## src/hw/rtl/moesi_pkg.sv

```systemverilog
// Shared types, codes and the MOESI transition function for the line controller.
package moesi_pkg;

  localparam int unsigned LINES_DEFAULT = 1024;
  localparam int unsigned IDX_W = 10;

  typedef enum logic [3:0] {
    ST_I   = 4'd0,
    ST_S   = 4'd1,
    ST_E   = 4'd2,
    ST_O   = 4'd3,
    ST_M   = 4'd4,
    ST_IM  = 4'd5,
    ST_ISE = 4'd6,
    ST_OM  = 4'd7,
    ST_SM  = 4'd8
  } line_state_e;

  typedef enum logic [2:0] {
    OP_LOAD  = 3'd0,
    OP_STORE = 3'd1,
    OP_GETS  = 3'd2,
    OP_GETM  = 3'd3,
    OP_DATA  = 3'd4
  } op_e;

  typedef enum logic [1:0] {
    REQ_NONE = 2'd0,
    REQ_GETS = 2'd1,
    REQ_GETM = 2'd2
  } bus_req_e;

  typedef struct packed {
    logic [2:0]       op;
    logic [IDX_W-1:0] line_index;
    logic [31:0]      address;
    logic [3:0]       requester;
    logic             shared_in;
  } in_item_t;

  typedef struct packed {
    logic [1:0]  bus_request;
    logic        data_to_processor;
    logic        data_on_bus;
    logic [3:0]  data_destination;
    logic        assert_shared;
    logic [31:0] message_address;
    logic [3:0]  next_state;
    logic        illegal_message;
    logic [31:0] miss_total;
    logic [31:0] upgrade_total;
  } out_item_t;

  typedef struct packed {
    logic [3:0] nx;
    logic [1:0] bus;
    logic       to_proc;
    logic       on_bus;
    logic       share;
    logic       bad;
    logic       miss;
    logic       upgrade;
  } step_t;

  // One protocol step for a line that is in range.
  function automatic step_t coh_step(logic [2:0] op, logic [3:0] st, logic shared);
    step_t r;
    logic  store;
    logic  gets;
    logic  getm;
    r     = '0;
    r.nx  = st;
    store = (op == OP_STORE);
    gets  = (op == OP_GETS);
    getm  = (op == OP_GETM);
    if (op == OP_LOAD || op == OP_STORE) begin
      case (st)
        ST_I: begin
          r.bus  = store ? REQ_GETM : REQ_GETS;
          r.nx   = store ? ST_IM : ST_ISE;
          r.miss = 1'b1;
        end
        ST_S: begin
          if (store) begin
            r.bus  = REQ_GETM;
            r.nx   = ST_SM;
            r.miss = 1'b1;
          end else begin
            r.share   = 1'b1;
            r.to_proc = 1'b1;
          end
        end
        ST_E: begin
          r.to_proc = 1'b1;
          if (store) begin
            r.nx      = ST_M;
            r.upgrade = 1'b1;
          end
        end
        ST_O: begin
          if (store) begin
            r.bus  = REQ_GETM;
            r.nx   = ST_OM;
            r.miss = 1'b1;
          end else begin
            r.to_proc = 1'b1;
          end
        end
        ST_M:    r.to_proc = 1'b1;
        default: r.bad = 1'b1;
      endcase
    end else if (op == OP_GETS || op == OP_GETM || op == OP_DATA) begin
      case (st)
        ST_I: ;
        ST_S: begin
          if (gets) r.share = 1'b1;
          else if (getm) r.nx = ST_I;
          else r.bad = 1'b1;
        end
        ST_E, ST_O, ST_M: begin
          if (gets) begin
            r.on_bus = 1'b1;
            r.share  = 1'b1;
            if (st == ST_E) r.nx = ST_S;
            else if (st == ST_M) r.nx = ST_O;
          end else if (getm) begin
            r.on_bus = 1'b1;
            r.nx     = ST_I;
          end else begin
            r.bad = 1'b1;
          end
        end
        ST_IM: begin
          if (!gets && !getm) begin
            r.to_proc = 1'b1;
            r.nx      = ST_M;
          end
        end
        ST_ISE: begin
          if (!gets && !getm) begin
            r.to_proc = 1'b1;
            r.nx      = shared ? ST_S : ST_E;
          end
        end
        ST_OM: begin
          if (gets) begin
            r.on_bus = 1'b1;
            r.share  = 1'b1;
          end else if (getm) begin
            r.on_bus = 1'b1;
            r.nx     = ST_IM;
          end else begin
            r.to_proc = 1'b1;
            r.nx      = ST_M;
          end
        end
        ST_SM: begin
          if (gets) r.share = 1'b1;
          else if (getm) r.nx = ST_IM;
          else begin
            r.to_proc = 1'b1;
            r.nx      = ST_M;
          end
        end
        default: r.bad = 1'b1;
      endcase
    end else begin
      r.bad = 1'b1;
    end
    return r;
  endfunction

endpackage

```

## src/hw/rtl/moesi_state_ram.sv

```systemverilog
// Line state memory with a registered read and a clearing sweep after reset.
module moesi_state_ram import moesi_pkg::*; #(
  parameter int unsigned LINES = LINES_DEFAULT,
  parameter int unsigned AW    = (LINES > 1) ? $clog2(LINES) : 1
) (
  input  logic          clk_i,
  input  logic          rst_ni,
  input  logic          rd_en_i,
  input  logic [AW-1:0] rd_addr_i,
  output logic [3:0]    rd_data_o,
  input  logic          wr_en_i,
  input  logic [AW-1:0] wr_addr_i,
  input  logic [3:0]    wr_data_i,
  output logic          busy_o
);

  logic [3:0]    mem [LINES];
  logic [3:0]    rd_data_q;
  logic [AW-1:0] clr_q;
  logic [AW-1:0] clr_d;
  logic          busy_q;
  logic          busy_d;
  logic          we;
  logic [AW-1:0] waddr;
  logic [3:0]    wdata;

  always_comb begin
    clr_d  = clr_q;
    busy_d = busy_q;
    if (busy_q) begin
      clr_d = clr_q + AW'(1);
      if (clr_q == AW'(LINES - 1)) busy_d = 1'b0;
    end
  end

  always_ff @(posedge clk_i or negedge rst_ni) begin
    if (!rst_ni) begin
      clr_q  <= '0;
      busy_q <= 1'b1;
    end else begin
      clr_q  <= clr_d;
      busy_q <= busy_d;
    end
  end

  // The sweep owns the write port until every line holds Invalid.
  assign we    = busy_q | wr_en_i;
  assign waddr = busy_q ? clr_q : wr_addr_i;
  assign wdata = busy_q ? ST_I : wr_data_i;

  always_ff @(posedge clk_i) begin
    if (we) mem[waddr] <= wdata;
    if (rd_en_i) rd_data_q <= mem[rd_addr_i];
  end

  assign rd_data_o = rd_data_q;
  assign busy_o    = busy_q;

endmodule

```

## config.mk

```make
export PLATFORM = sky130hd
export DESIGN_NAME = moesi_state_ram
export DESIGN_NICKNAME = d
export VERILOG_FILES = /design/src/hw/rtl/moesi_pkg.sv /design/src/hw/rtl/moesi_state_ram.sv
export SDC_FILE = /design/constraint.sdc
export NUM_CORES = 2
export LEC_CHECK = 0
export BUFFER_PORTS_ARGS = -buffer_cell sky130_fd_sc_hd__buf_2
export CORE_MARGIN = 1
export CORE_UTILIZATION = 48
export DETAILED_ROUTE_END_ITERATION = 16
export PLACE_DENSITY_LB_ADDON = 0.12
export SLEW_MARGIN = 20
export SYNTH_ARGS = -nofsm -noshare
export SYNTH_HDL_FRONTEND = slang
export SYNTH_SLANG_ARGS = --single-unit
```

## constraint.sdc

```tcl
create_clock -name clk_i -period 32.8 [get_ports clk_i]
set_input_delay 3.28 -clock clk_i [delete_from_list [all_inputs] [get_ports clk_i]]
set_output_delay 3.28 -clock clk_i [all_outputs]
set_load 0.05 [all_outputs]
```

==> flow_summary.ini <==
[global_routing]
grtUsageTotal_pct = 27.5
antenna_found_initial = 42
grt_pass1_wl_um = 660000
first_global_vias = 84943
grt_start_max_net_pins = 226
gr-total-overflow = 0

[die]
die_x_um = 585
io_pins = 33
start_util_pct = 48.3
core_um2 = 337000
dieHeight_um = 585
num_rows = 213
die_area_um2 = 342000

[power_and_ir_drop]
power_frac_comb_pct = 4.9
power_frac_seq_pct = 52.2
p_switching_w = 0.00240
p_int_w = 0.00869
power.density_nw_per_um2 = 61.1
clkPwrFrac_pct = 42.9
vdd_drop_max_mv = 0.0460
swShare_pct = 21.6
p_leak_nw = 56.0

[detailed_routing]
routed_via_density = 6.32
drtPass1Iterations = 5
wl_um = 469000
drc_errors = 0
drtIter0Drc = 10882
num_vias = 84060
wl_per_cell_um = 35.3
ant_nets = 0

[sta]
fmax_ghz = 0.105
hold_violations = 0
rsz0062_at_grt = no
fin_crit_ps = 9570
clock_skew_ps = 41.9
slew_violations = 0
slew_headroom_pct = 17.8
timing.final.crit_share_pct = 29.2
worstMarginPinSlew_ps = 1230
setup_tns_ps = 0
finalSetupViolCount = 0

[logic_synthesis]
ys_types = 78
syn_nets = 8343
synth_cells = 8314
yosys_warnings = 0
synth-main-ff-cell = edfxtp_1
synthesis.area_um2 = 163000
synth-edff-count = 4100
synth_seq_cells = 4111
syn_area_per_cell_um2 = 19.6
postSynth.asyncResetShare_pct = 0.268
ys_seq_area_share_pct = 75.7

[layout]
areaGrowthSynthToFinish_pct = 11.4
final_util_pct = 53.8
fill_cells = 26007
seq_area_um2 = 123000
nNetsFinal = 8440
drive_gt1_share_pct = 21.1
multiInputGateArea_um2 = 36600

[cts]
cts_hold_buf = 0
cts_sinks = 4111
cts_tree = done
clock_latency_ps = 980
clkSlewWorstSetupHoldPaths_ps = 60
numCtsBuffers = 418
cts_setup_buffers = 0
ctsResizeCount = 0
cts_max_path_buffers = 4
cts-root-buf = clkbuf_16
htree_levels = 5

[status]
outcome = completed

[critical_path]
critical_path_required_ps = 33510
cp_max_fo = 102
criticalPathCategory = in2reg
arrival_ps = 10280
startpoint_type = primary input
worstSetupEndpointType = flop

[flow_run]
maxCapViolCount = 0

[placement]
portBuffers = 32
gp_congestion = 0.831
hpwl_um = 277000

[worst_hold_path]
hold_path_class = reg2reg
-- layout by cell type (no fill, tap or decap), types with 10 or more instances in the layout --
cell type      n
edfxtp_1    4100
nor2_1      1096
mux4_2       872
mux2i_1      463
clkbuf_16    427
buf_4        218
o221ai_1     177
a21oi_1      140
nand2_1      113
o22ai_1      108
nor3_1        99
clkinv_1      91
clkbuf_1      87
clkinv_2      80
o21ai_0       78
a22oi_1       69
bufinv_16     43
nand3_1       41
diode_2       28
buf_2         27
mux2_2        24
a31oi_1       19
buf_12        18
a22o_1        15
a221oi_1      15
nand2_4       15
a211oi_1      15
nand4_1       14
inv_6         13
nor4_1        13
a2111oi_0     13
or3_4         12
clkinvlp_4    12
o22a_1        11
inv_1         10
dfrtp_1       10
-- cell usage after synthesis (all sizes together) (11+ instances only) --
| library cell | count | area share (%) |
|---|---|---|
| a21oi | 140 | 0.43 |
| a31oi | 19 | 0.073 |
| inv | 13 | 0.030 |
| or3 | 14 | 0.054 |
| nor4 | 17 | 0.065 |
| a211oi | 16 | 0.074 |
| o221ai | 177 | 0.95 |
| buf | 266 | 1.3 |
| nor2b | 13 | 0.050 |
| nand3 | 41 | 0.13 |
| o22a | 11 | 0.059 |
| a221oi | 16 | 0.086 |
| a2111oi | 20 | 0.11 |
| a22o | 15 | 0.081 |
| mux2i | 463 | 2.8 |
| a22oi | 69 | 0.32 |
| clkbuf | 326 | 0.76 |
| mux4 | 881 | 12 |
| edfxtp | 4100 | 76 |
| o21ai | 83 | 0.25 |
| nor2 | 1104 | 2.5 |
| nand2 | 137 | 0.32 |
| o22ai | 108 | 0.41 |
| mux2 | 24 | 0.17 |
| nor3 | 101 | 0.31 |
| nand4 | 14 | 0.054 |
-- state kept, by name (all words and copies together) (netlist names) --
signal,count
rd_data_o,4
busy_o,1
clr_q,10
mem,4096
-- path summary, 6_finish.rpt --
path,from,to,slack (ps),cells after the start
max,rd_addr_i[0],rd_data_o[3],23230,14
min,clr_q[9],clr_q[9],520,1
max reg2reg,busy_o,mem[710][1],27490,6
min reg2reg,clr_q[9],clr_q[9],520,1
max in group asynchronous,rst_ni,busy_o,30370,1
min in group asynchronous,rst_ni,clr_q[0],2160,1
-- critical path, cell delays in order --
cell and delay [ps]:
buf_12 610, buf_4 720, buf_4 730, buf_12 550
buf_4 830, buf_12 630, mux4_2 590, mux2_2 270
o22ai_1 150, a31oi_1 110, a41oi_1 640, a2111oi_0 170
a31oi_1 300, nand2_1 80
-- per-stage QoR --
step                      total power [W]  instances  setup slack (ps)  hold slack (ps)  cell area [um2]
after floorplan                   0.00634       8314              8.60              481           163000
after global placement            0.00643      12498             22120              528           168000
after detailed placement          0.00644      12506             22310              520           168000
after CTS                          0.0111      13276             23350              528           181000
after global routing               0.0113      13285             22680              575           181000
final                              0.0111      13304             23230              525           181000
-- final cells by class --
type                    instances  area share [%]
clock buffers                 521            6.12
repair buffers                269            1.22
diodes                         28          0.0386
multi-input cells            3597            20.1
flip-flops and latches       4111            68.0
clock inverters               249            1.34
well taps                    4515            3.11
inverters                      14          0.0386
-- cells by family after synthesis --
kind of cell	share of synthesized area (%)
flops	75.7
compound gates	3.12
xor+xnor	0.0484
fa+ha+maj	0.00768
mux	15.2
buf+inv	2.13
simple gates	3.75
-- routing by layer --
metal | share of wire [%] | routed length [um] | global-route usage, %
met5 | 0.024 | 114 | 0
met4 | 3.6 | 16900 | 9.68
met3 | 8.2 | 38700 | 4.74
met2 | 48 | 227000 | 44.0
met1 | 40 | 187000 | 38.4
-- power groups by stage --
stage	registers (W)	logic (W)	clock network [W]
after floorplan	0.00601	0.000325	0
after global placement	0.00589	0.000538	0
after detailed placement	0.00589	0.000546	0
after CTS	0.00578	0.000547	0.00481
after global routing	0.00578	0.000567	0.00500
final	0.00578	0.000544	0.00476
No activity file was read; power rests on OpenSTA's default activity.
